**config.mk**
```make
export PLATFORM = sky130hd
export DESIGN_NAME = multi_servo_pulse_generator
export DESIGN_NICKNAME = d
export VERILOG_FILES = /design/src/rtl/msp_pkg.sv /design/src/rtl/multi_servo_pulse_generator.sv
export SDC_FILE = /design/constraint.sdc
export NUM_CORES = 1
export LEC_CHECK = 0
export BUFFER_PORTS_ARGS = -buffer_cell sky130_fd_sc_hd__clkbuf_2
export CORE_AREA = 3 3 169 171
export DETAILED_ROUTE_END_ITERATION = 7
export DIE_AREA = 0 0 172 174
export GPL_ROUTABILITY_DRIVEN = 0
export PLACE_DENSITY = 0.5
export SLEW_MARGIN = 10
export SYNTH_ARGS = -nofsm -noshare
export SYNTH_HDL_FRONTEND = slang
export SYNTH_SLANG_ARGS = --single-unit
```
**constraint.sdc**
```tcl
create_clock -name clk -period 4.7 [get_ports clk]
set_input_delay 0.705 -clock clk [delete_from_list [all_inputs] [get_ports clk]]
set_output_delay 0.705 -clock clk [all_outputs]
set_load 0.05 [all_outputs]
```
**src/rtl/msp_pkg.sv**
```systemverilog
`timescale 1ns / 1ps

package msp_pkg;

  localparam int NUM_SERVOS_DEF  = 8;
  localparam int COUNT_WIDTH_DEF = 12;

  localparam int REG_W   = 12;
  localparam int IDX_W   = 3;
  localparam int PIN_W   = 8;
  localparam int CFG_A_W = 2;
  localparam int DATA_W  = 16;

  localparam logic [CFG_A_W-1:0] REG_FRAME_PERIOD = 2'd0;
  localparam logic [CFG_A_W-1:0] REG_WINDOW_START = 2'd1;
  localparam logic [CFG_A_W-1:0] REG_WINDOW_END   = 2'd2;

  localparam logic [REG_W-1:0] FRAME_PERIOD_RST = 12'd3637;
  localparam logic [REG_W-1:0] WINDOW_START_RST = 12'd182;
  localparam logic [REG_W-1:0] WINDOW_END_RST   = 12'd364;

  localparam logic CMD_TICK  = 1'b0;
  localparam logic CMD_WRITE = 1'b1;

  localparam logic [PIN_W-1:0] ALL_PINS = 8'hFF;

endpackage

```
**src/rtl/multi_servo_pulse_generator.sv**
```systemverilog
`timescale 1ns / 1ps

// Pulse generator for up to eight hobby servos. Each input word is either a
// tick (in_tuser low) that advances the frame counter, or a target write
// (in_tuser high) that stores the falling-edge count of one servo. On the tick
// where the counter reaches frame_period it wraps to zero and all servo pins
// go high; on other ticks inside [window_start, window_end] each servo whose
// target matches the counter drops its pin. Every input word returns one
// output word with the pin levels after that word. The block takes one word
// per cycle unless out_tready stalls it: an input register, then the counter and
// compare bank, loading the pin and output registers. Configuration writes
// are taken at any time but must only be issued while idle.

module multi_servo_pulse_generator #(
  parameter int NUM_SERVOS  = msp_pkg::NUM_SERVOS_DEF,
  parameter int COUNT_WIDTH = msp_pkg::COUNT_WIDTH_DEF
) (
  input  logic                        clk,
  input  logic                        rst_n,
  input  logic                        in_tvalid,
  output logic                        in_tready,
  // [2:0] servo_index, [14:3] target_tick, [15] zero
  input  logic [msp_pkg::DATA_W-1:0]  in_tdata,
  // [0] cmd
  input  logic                        in_tuser,
  output logic                        out_tvalid,
  input  logic                        out_tready,
  // [7:0] servo_pins
  output logic [msp_pkg::PIN_W-1:0]   out_tdata,
  input  logic                        cfg_valid,
  output logic                        cfg_ready,
  input  logic [msp_pkg::CFG_A_W-1:0] cfg_index,
  input  logic [msp_pkg::REG_W-1:0]   cfg_data
);

  localparam int CMP_W = (COUNT_WIDTH > msp_pkg::REG_W) ? COUNT_WIDTH : msp_pkg::REG_W;
  localparam logic [msp_pkg::PIN_W-1:0] SERVO_MASK =
    msp_pkg::PIN_W'(((msp_pkg::PIN_W+1)'(1) << NUM_SERVOS) - (msp_pkg::PIN_W+1)'(1))
    & msp_pkg::ALL_PINS;

  logic [msp_pkg::REG_W-1:0] frame_period_r;
  logic [msp_pkg::REG_W-1:0] window_start_r;
  logic [msp_pkg::REG_W-1:0] window_end_r;

  logic                      s1_valid_r;
  logic                      s1_cmd_r;
  logic [msp_pkg::IDX_W-1:0] s1_idx_r;
  logic [msp_pkg::REG_W-1:0] s1_tgt_r;

  logic [COUNT_WIDTH-1:0]    frame_count_r, frame_count_nxt;
  logic [msp_pkg::PIN_W-1:0] pins_r, pins_nxt;
  logic [COUNT_WIDTH-1:0]    targets_r [NUM_SERVOS];

  logic                      out_valid_r;
  logic [msp_pkg::PIN_W-1:0] out_pins_r;

  logic                   out_free;
  logic                   s1_fire;
  logic [COUNT_WIDTH-1:0] count_inc;
  logic [CMP_W-1:0]       count_ext;
  logic                   wrap;
  logic                   in_window;

  assign out_free  = !out_valid_r || out_tready;
  assign s1_fire   = s1_valid_r && out_free;
  assign in_tready = !s1_valid_r || out_free;
  assign cfg_ready = 1'b1;

  assign out_tvalid = out_valid_r;
  assign out_tdata  = out_pins_r;

  assign count_inc = frame_count_r + COUNT_WIDTH'(1);
  assign count_ext = CMP_W'(count_inc);
  assign wrap      = count_ext == CMP_W'(frame_period_r);
  assign in_window = (count_ext >= CMP_W'(window_start_r)) &&
                     (count_ext <= CMP_W'(window_end_r));

  always_comb begin
    frame_count_nxt = frame_count_r;
    pins_nxt        = pins_r;
    if (s1_cmd_r == msp_pkg::CMD_TICK) begin
      if (wrap) begin
        frame_count_nxt = '0;
        pins_nxt        = pins_r | SERVO_MASK;
      end else begin
        frame_count_nxt = count_inc;
        if (in_window) begin
          for (int i = 0; i < NUM_SERVOS; i++) begin
            if (targets_r[i] == count_inc) begin
              pins_nxt[i] = 1'b0;
            end
          end
        end
      end
    end
  end

  always_ff @(posedge clk) begin
    if (!rst_n) begin
      frame_period_r <= msp_pkg::FRAME_PERIOD_RST;
      window_start_r <= msp_pkg::WINDOW_START_RST;
      window_end_r   <= msp_pkg::WINDOW_END_RST;
    end else if (cfg_valid && cfg_ready) begin
      case (cfg_index)
        msp_pkg::REG_FRAME_PERIOD: frame_period_r <= cfg_data;
        msp_pkg::REG_WINDOW_START: window_start_r <= cfg_data;
        msp_pkg::REG_WINDOW_END:   window_end_r   <= cfg_data;
        default: ;
      endcase
    end
  end

  always_ff @(posedge clk) begin
    if (!rst_n) begin
      s1_valid_r <= 1'b0;
    end else if (in_tready) begin
      s1_valid_r <= in_tvalid;
    end
  end

  always_ff @(posedge clk) begin
    if (in_tready && in_tvalid) begin
      s1_cmd_r <= in_tuser;
      s1_idx_r <= in_tdata[msp_pkg::IDX_W-1:0];
      s1_tgt_r <= in_tdata[msp_pkg::IDX_W +: msp_pkg::REG_W];
    end
  end

  always_ff @(posedge clk) begin
    if (!rst_n) begin
      frame_count_r <= '0;
      pins_r        <= '0;
      for (int i = 0; i < NUM_SERVOS; i++) begin
        targets_r[i] <= '0;
      end
    end else if (s1_fire) begin
      frame_count_r <= frame_count_nxt;
      pins_r        <= pins_nxt;
      if (s1_cmd_r == msp_pkg::CMD_WRITE) begin
        for (int i = 0; i < NUM_SERVOS; i++) begin
          if (s1_idx_r == msp_pkg::IDX_W'(i)) begin
            targets_r[i] <= COUNT_WIDTH'(s1_tgt_r);
          end
        end
      end
    end
  end

  always_ff @(posedge clk) begin
    if (!rst_n) begin
      out_valid_r <= 1'b0;
    end else if (out_free) begin
      out_valid_r <= s1_valid_r;
    end
  end

  always_ff @(posedge clk) begin
    if (s1_fire) begin
      out_pins_r <= pins_nxt;
    end
  end

endmodule
```
Word level (Yosys, flattened, before mapping)
Memories as Yosys holds them, arrays and structs flattened.
Index checks and enable logic that the tools add are counted.
{"block": "totals", "ff_bits": 82, "ramBits": 96, "input_bits": 36, "out_inout_bits": 11, "word_cells": 116, "mem_count": 1}
{"memory": "targets_r", "words": 8, "width": 12, "read_ports": 8, "rd_clocked_by_memory_dff": 0, "write_ports": 8, "line_no": "multi_servo_pulse_generator.sv:52", "source": "logic [COUNT_WIDTH-1:0] targets_r [NUM_SERVOS];"}
{"block": "op_classes", "add_sub_neg": 1, "n_lt_le_gt_ge": 2, "n_eq_ne": 18, "mux": 61, "bitwise": 9, "reduce_logical": 13}
{"op": "equality test 12 bit", "count": 9}
{"op": "2-to-1 mux 12 bit", "count": 9}
{"op": "2-to-1 mux 1 bit", "count": 49}
{"op": "2-to-1 mux 8 bit", "count": 3}
{"op": "adder 12 x 1 -> 12 bit, second input constant", "count": 1}
{"op": "equality test 3 bit, second input constant", "count": 4}
{"op": ">= comparator 12 bit", "count": 1}
{"op": "less-or-equal comparator 12 bit", "count": 1}
{"op": "OR 1 bit", "count": 8}
{"op": "AND reduction 2 bit", "count": 4}
{"op": "equality test 3 x 2 -> 1 bit, second input constant", "count": 2}
{"op": "equality test 3 x 1 -> 1 bit, second input constant", "count": 1}
{"op": "logical AND 1 bit", "count": 3}
{"op": "zero test 3 bit", "count": 1}
{"op": "equality test 2 x 1 -> 1 bit, second input constant", "count": 1}
{"op": "equality test 2 bit, second input constant", "count": 1}
{"op": "zero test 1 bit", "count": 2}
{"op": "zero test 2 bit", "count": 1}
{"op": "logical OR 1 bit", "count": 2}
{"op": "inverter 1 bit", "count": 1}

Depth between registers and ports, before layout
{"block": "logic_depth", "ltp_word": 7, "depth_mapped": 14, "ltp_nobuf": 13}

Worst setup path after synthesis
OpenSTA, ideal clock, no wires.
{"block": "synth_timing", "path_type": "reg-to-reg", "from": "register frame_count_r[0]", "to": "register out_pins_r (netlist bit out_tdata[0]), data pin", "setup_ns": 0.262, "arrival_time_ns": 3.117, "path_slack_ns": 1.321, "path_stages_with_launch": 14, "synth_period_minus_slack_ns": 3.379, "path_cell_list": "dfxtp_1 > ha_1 > buf_4 > nand3_4 > nor3_1 > xnor2_2 > inv_1 > ha_1 > nand4_1 > o31a_1 > o31ai_1 > nand2_1 > o41ai_1 > nand2_1"}
{"block": "synth_between", "elab_chain_len": 6}
{"item": "from (decl)", "line_no": "multi_servo_pulse_generator.sv:50", "source": "logic [COUNT_WIDTH-1:0] frame_count_r, frame_count_nxt;"}
{"item": "from (signal assigned)", "line_no": "multi_servo_pulse_generator.sv:137", "source": "frame_count_r <= frame_count_nxt;"}
{"item": "adder 12 x 1 -> 12 bit (*)", "line_no": "multi_servo_pulse_generator.sv:72", "source": "assign count_inc = frame_count_r + COUNT_WIDTH'(1);"}
{"item": ">= comparator 12 bit (tied with other cells)", "line_no": "multi_servo_pulse_generator.sv:75", "source": "assign in_window = (count_ext >= CMP_W'(window_start_r)) &&"}
{"item": "logical AND 1 bit or 2-to-1 mux 1 bit (tied branches)", "line_no": "multi_servo_pulse_generator.sv:75, multi_servo_pulse_generator.sv:89"}
{"item": "2-to-1 mux 8 bit", "line_no": "multi_servo_pulse_generator.sv:87", "source": "if (in_window) begin"}
{"item": "2-to-1 mux 8 bit (*)", "line_no": "multi_servo_pulse_generator.sv:82", "source": "if (wrap) begin"}
{"item": "2-to-1 mux 8 bit (*)", "line_no": "multi_servo_pulse_generator.sv:81", "source": "if (s1_cmd_r == msp_pkg::CMD_TICK) begin"}
{"item": "via pins_nxt (one bit)", "line_no": "multi_servo_pulse_generator.sv:51", "source": "logic [msp_pkg::PIN_W-1:0] pins_r, pins_nxt;"}
{"item": "to (signal assigned)", "line_no": "multi_servo_pulse_generator.sv:159", "source": "out_pins_r <= pins_nxt;"}
{"item": "to (decl)", "line_no": "multi_servo_pulse_generator.sv:55", "source": "logic [msp_pkg::PIN_W-1:0] out_pins_r;"}
The timed path passes the listed nets; every way through them passes the cells marked *.
A chain may end at the register's enable or synchronous reset.

Worst setup path after layout
{"block": "layout_timing", "from": "register frame_count_r[4]", "to": "register out_pins_r (netlist bit out_tdata[0]), data pin"}
Same word-level chain as after synthesis.

==> impl_metrics.prom <==
# TYPE chip_impl_metric gauge
chip_impl_info{name="status",value="completed"} 1
chip_impl_metric{name="report.final.hold_viol_count",unit=""} 0
chip_impl_metric{name="clock_latency",unit="ps"} 440
chip_impl_metric{name="layout.filler_cells",unit=""} 2677
chip_impl_metric{name="netlist_instances",unit=""} 863
chip_impl_metric{name="synth-edff-count",unit=""} 120
chip_impl_metric{name="synth.cell_area",unit="um^2"} 9260
chip_impl_metric{name="clk_path_buf_depth",unit=""} 2
chip_impl_metric{name="synth.distinct_cells",unit=""} 72
chip_impl_metric{name="layout_worst_path_cycle_share",unit="%"} 90.4
chip_impl_info{name="timing.setup.critical_path_class",value="flip-flop to flip-flop"} 1
chip_impl_metric{name="syn-mean-instance-area",unit="um^2"} 10.7
chip_impl_metric{name="antenna_left",unit=""} 0
chip_impl_metric{name="max_clock_freq",unit="GHz"} 0.235
chip_impl_info{name="min_from",value="in_tdata[5]"} 1
chip_impl_metric{name="finalCriticalPeriod",unit="ps"} 4250
chip_impl_metric{name="cp.required",unit="ps"} 4870
chip_impl_info{name="crit_path_frequent_cell",value="sky130_fd_sc_hd__nand2_1"} 1
chip_impl_metric{name="power.sequential.fraction",unit="%"} 51.1
chip_impl_info{name="setup.worst_path.start_class",value="flip-flop"} 1
chip_impl_metric{name="timing_worst_slew_pin_value",unit="ps"} 906
chip_impl_metric{name="cts.sink_count",unit=""} 178
chip_impl_metric{name="ys_warn_count",unit=""} 0
chip_impl_info{name="grt_setup_unrepaired",value="no"} 1
chip_impl_metric{name="chipWidth",unit="um"} 172
chip_impl_metric{name="drtPass1Iterations",unit=""} 5
chip_impl_metric{name="grt_pass1_vias",unit=""} 6074
chip_impl_metric{name="finalSetupTns",unit="ps"} 0
chip_impl_metric{name="n_antenna_cell",unit=""} 0
chip_impl_metric{name="route.detailed.vias_per_inst",unit=""} 4.95
chip_impl_metric{name="r2r_slack",unit="ps"} 450
chip_impl_metric{name="postCtsSetupRepairBufs",unit=""} 0
chip_impl_metric{name="floorplan.initialDensity",unit="%"} 34.3
chip_impl_metric{name="vdd_drop_max",unit="V"} 0.000208
chip_impl_metric{name="initial_antenna_violation_count",unit=""} 0
chip_impl_metric{name="finish.instance_area",unit="um^2"} 10500
chip_impl_metric{name="power.static_leakage",unit="nW"} 4.13
chip_impl_metric{name="setup_viol",unit=""} 0
chip_impl_metric{name="route.vias.total",unit=""} 6227
chip_impl_metric{name="core_region_area",unit="um^2"} 27000
chip_impl_metric{name="holdBufCountCts",unit=""} 0
chip_impl_metric{name="critPathMaxStageDelay",unit="ps"} 550
chip_impl_info{name="worstPathCellList",value="nand4_2 -> nor4_4 -> xnor2_1 -> inv_1 -> ha_1 -> a21oi_1 -> o21ai_0 -> o31ai_1 -> nand2_1 -> o41ai_1 -> nand2_1"} 1
chip_impl_metric{name="combPwrFrac",unit="%"} 6.9
chip_impl_info{name="synth.top_cells.by_area",value="sky130_fd_sc_hd__edfxtp_1, sky130_fd_sc_hd__dfxtp_1, sky130_fd_sc_hd__xnor2_1"} 1
chip_impl_metric{name="seq_area",unit="um^2"} 4760
chip_impl_metric{name="dpl.hpwl",unit="mm"} 17.0
chip_impl_info{name="critical_path.reg2reg.startpoint",value="frame_count_r[4]"} 1
chip_impl_metric{name="synth-seq-area-share",unit="%"} 51.5
chip_impl_metric{name="port_buffers",unit=""} 44
chip_impl_metric{name="crit_buf_inv",unit=""} 1
chip_impl_metric{name="grtUsageTotal",unit="%"} 16.6
chip_impl_metric{name="layout.cells.non_filler",unit=""} 1258
chip_impl_info{name="timing.critical_path.max_delay_family",value="simple AND/OR/NAND/NOR gates"} 1
chip_impl_metric{name="postPlaceCellArea",unit="um^2"} 9890
chip_impl_metric{name="power_frac_clock",unit="%"} 42.1
chip_impl_metric{name="cts_repair_resize_count",unit=""} 0
chip_impl_metric{name="normalized_max_slew_margin",unit="%"} 39.4
chip_impl_metric{name="pin_count_of_the_biggest_net_entering_global_routing",unit=""} 61
chip_impl_metric{name="swShare",unit="%"} 26.4
chip_impl_metric{name="crit_path_max_fanout",unit=""} 13
chip_impl_metric{name="p_per_area",unit="nW/um^2"} 330
chip_impl_metric{name="route.final.wire_length",unit="mm"} 24.1
chip_impl_metric{name="grt_pass1_wl",unit="mm"} 37.0
chip_impl_info{name="hold_path.class",value="input port to flip-flop"} 1
chip_impl_metric{name="floorplan.io_pins",unit=""} 47
chip_impl_metric{name="synth_seq_cells",unit=""} 178
chip_impl_info{name="critPathCaptureType",value="flip-flop"} 1
chip_impl_metric{name="die_h",unit="um"} 174
chip_impl_metric{name="num-nets-final",unit=""} 965
chip_impl_metric{name="critPathArrivalTime",unit="ps"} 4420
chip_impl_metric{name="dp_cells",unit=""} 1226
chip_impl_metric{name="cts.htree.levels",unit=""} 4
chip_impl_info{name="cts_tree",value="yes"} 1
chip_impl_metric{name="drt_iter0_markers",unit=""} 431
chip_impl_metric{name="flow.area_growth_from_synthesis",unit="%"} 13.3
chip_impl_metric{name="post_drt_wl_per_cell",unit="um"} 19.2
chip_impl_metric{name="post_route_cells_drive_above_1_share",unit="%"} 14.2
chip_impl_metric{name="power.total",unit="mW"} 3.46
chip_impl_metric{name="postSynthNetCount",unit=""} 924
chip_impl_metric{name="cts.clk_slew.worst_paths",unit="ps"} 80
chip_impl_info{name="cts_root_buf",value="sky130_fd_sc_hd__clkbuf_16"} 1
chip_impl_metric{name="power.net_switching",unit="uW"} 914
chip_impl_metric{name="row_count",unit=""} 60
chip_impl_metric{name="clock_skew",unit="ps"} 13.3
chip_impl_metric{name="intPower",unit="mW"} 2.55
chip_impl_info{name="worst_setup_path_start",value="frame_count_r[4]"} 1
chip_impl_metric{name="slew_viols_final",unit=""} 0
chip_impl_metric{name="cts_made_buffers",unit=""} 17
chip_impl_info{name="netlist.top_cell.by_area",value="sky130_fd_sc_hd__edfxtp_1"} 1
chip_impl_metric{name="multi_input_area",unit="um^2"} 4120
chip_impl_metric{name="synth_largest_type_area_fraction",unit="%"} 38.9
chip_impl_metric{name="maxCapViolations",unit=""} 0
chip_impl_metric{name="grt.overflow.total",unit=""} 0
chip_impl_metric{name="design.die.area",unit="um^2"} 29900
chip_impl_metric{name="route.detailed.drc",unit=""} 0
chip_impl_info{name="critPathSlowestCell",value="sky130_fd_sc_hd__dfxtp_1"} 1
chip_impl_info{name="yosys_most_used_dff",value="sky130_fd_sc_hd__edfxtp_1"} 1
chip_impl_metric{name="synth-async-reset-ratio",unit="%"} 0
-- routing by layer --
layer	share of wire [%]	wire length, um	GRT usage, %
met5	0	0	0
met4	1.5	361	3.86
met3	4.1	997	2.93
met2	46	11000	25.6
met1	49	11700	24.3
-- synth_stat cells, types with 3 or more instances --
master	count
sky130_fd_sc_hd__o31ai_1	5
sky130_fd_sc_hd__or4_1	3
sky130_fd_sc_hd__nand4_1	16
sky130_fd_sc_hd__nand2b_1	4
sky130_fd_sc_hd__buf_4	4
sky130_fd_sc_hd__xnor2_1	59
sky130_fd_sc_hd__dfxtp_1	58
sky130_fd_sc_hd__nand2_1	113
sky130_fd_sc_hd__nor2_1	89
sky130_fd_sc_hd__o2111ai_1	4
sky130_fd_sc_hd__a21oi_2	5
sky130_fd_sc_hd__nand3b_1	3
sky130_fd_sc_hd__buf_1	3
sky130_fd_sc_hd__clkbuf_1	36
sky130_fd_sc_hd__a21o_1	3
sky130_fd_sc_hd__xor2_1	38
sky130_fd_sc_hd__nand3_1	23
sky130_fd_sc_hd__o221a_1	3
sky130_fd_sc_hd__a21oi_1	10
sky130_fd_sc_hd__nor2b_1	10
sky130_fd_sc_hd__nor4b_1	3
sky130_fd_sc_hd__inv_1	45
sky130_fd_sc_hd__xnor3_1	17
sky130_fd_sc_hd__or3_1	5
sky130_fd_sc_hd__edfxtp_1	120
sky130_fd_sc_hd__a21boi_0	25
sky130_fd_sc_hd__o41ai_1	3
sky130_fd_sc_hd__nor3b_1	3
sky130_fd_sc_hd__o21ai_0	30
sky130_fd_sc_hd__nor3_1	16
sky130_fd_sc_hd__ha_1	25
sky130_fd_sc_hd__or2_2	8
sky130_fd_sc_hd__o211ai_1	18
sky130_fd_sc_hd__nor4_1	3
sky130_fd_sc_hd__or3b_2	3
-- power groups by stage --
stage / combinational [mW] / clock (mW) / sequential [mW]
6_report: 0.237 / 1.46 / 1.77
5_1_grt: 0.264 / 1.55 / 1.77
4_1_cts: 0.241 / 1.49 / 1.77
3_5_place_dp: 0.240 / 0 / 1.80
3_3_place_gp: 0.239 / 0 / 1.80
2_1_floorplan: 0.151 / 0 / 1.81
-- final cells by class --
class,count,share of cell area [%]
Clock buffer,17,4.05
Clock inverter,15,1.69
Timing Repair Buffer,69,3.89
Tap cell,341,4.07
Inverter,45,1.61
Sequential cell,178,45.4
Multi-Input combinational cell,593,39.3
-- flip-flops by register name, indices dropped and copies added (netlist names), 3 cells and up --
register / flops
frame_count_r: 12
frame_period_r: 12
out_tdata: 8
pins_r: 8
s1_idx_r: 3
s1_tgt_r: 12
targets_r: 96
window_end_r: 12
window_start_r: 12
-- cells by family (layout without fill, tap and decap cells) --
family,count (synthesis),in the layout,share of synthesized area [%]
compound gates,124,124,9.41
simple gates,322,322,16.9
xor+xnor,120,120,14.7
other cells,1,1,0.0405
fa+ha+maj,25,25,3.38
mux,1,1,0.108
flops,178,178,51.5
buf+inv,92,146,4.01
-- cells in the final DEF, fill, tap and decap left out, types with 3 or more instances in the layout --
| cell | synthesis | routed |
|---|---|---|
| sky130_fd_sc_hd__nand3_1 | 23 | 23 |
| sky130_fd_sc_hd__nor2_1 | 89 | 89 |
| sky130_fd_sc_hd__a21oi_2 | 5 | 5 |
| sky130_fd_sc_hd__or3b_2 | 3 | 3 |
| sky130_fd_sc_hd__nor4_1 | 3 | 3 |
| sky130_fd_sc_hd__nor4b_1 | 3 | 3 |
| sky130_fd_sc_hd__clkinv_8 | 0 | 5 |
| sky130_fd_sc_hd__edfxtp_1 | 120 | 120 |
| sky130_fd_sc_hd__inv_1 | 45 | 45 |
| sky130_fd_sc_hd__xnor3_1 | 17 | 17 |
| sky130_fd_sc_hd__xor2_1 | 38 | 38 |
| sky130_fd_sc_hd__inv_6 | 0 | 5 |
| sky130_fd_sc_hd__or2_2 | 8 | 8 |
| sky130_fd_sc_hd__buf_4 | 4 | 25 |
| sky130_fd_sc_hd__o221a_1 | 3 | 3 |
| sky130_fd_sc_hd__nor3b_1 | 3 | 3 |
| sky130_fd_sc_hd__a21boi_0 | 25 | 25 |
| sky130_fd_sc_hd__ha_1 | 25 | 25 |
| sky130_fd_sc_hd__a21oi_1 | 10 | 10 |
| sky130_fd_sc_hd__or4_1 | 3 | 3 |
| sky130_fd_sc_hd__o31ai_1 | 5 | 5 |
| sky130_fd_sc_hd__nor2b_1 | 10 | 10 |
| sky130_fd_sc_hd__o2111ai_1 | 4 | 4 |
| sky130_fd_sc_hd__nor3_1 | 16 | 16 |
| sky130_fd_sc_hd__a21o_1 | 3 | 3 |
| sky130_fd_sc_hd__nand4_1 | 16 | 16 |
| sky130_fd_sc_hd__o21ai_0 | 30 | 28 |
| sky130_fd_sc_hd__clkbuf_16 | 0 | 17 |
| sky130_fd_sc_hd__or3_1 | 5 | 5 |
| sky130_fd_sc_hd__dfxtp_1 | 58 | 58 |
| sky130_fd_sc_hd__nand2b_1 | 4 | 4 |
| sky130_fd_sc_hd__nand2_1 | 113 | 113 |
| sky130_fd_sc_hd__clkbuf_2 | 1 | 44 |
| sky130_fd_sc_hd__o211ai_1 | 18 | 18 |
| sky130_fd_sc_hd__o41ai_1 | 3 | 3 |
| sky130_fd_sc_hd__xnor2_1 | 59 | 59 |
| sky130_fd_sc_hd__nand3b_1 | 3 | 3 |
-- stage by stage --
| step | hold slack, ps | utilization [%] | setup WS [ps] |
|---|---|---|---|
| 2_1_floorplan | 443 | - | 1320 |
| 3_3_place_gp | 453 | 36.6 | 409 |
| 6_report | 439 | 38.8 | 450 |
| 5_1_grt | 420 | 38.8 | 161 |
| 3_5_place_dp | 460 | 36.6 | 435 |
| 4_1_cts | 420 | 38.8 | 413 |
-- worst paths after layout --
check | endpoint | cells after the start
worst min register to register | window_end_r[7] | 2
worst max-delay path | out_tdata[0] | 11
worst min-delay path | s1_tgt_r[2] | 1
worst max register to register | out_tdata[0] | 11
No activity file was read; power rests on OpenSTA's default activity.
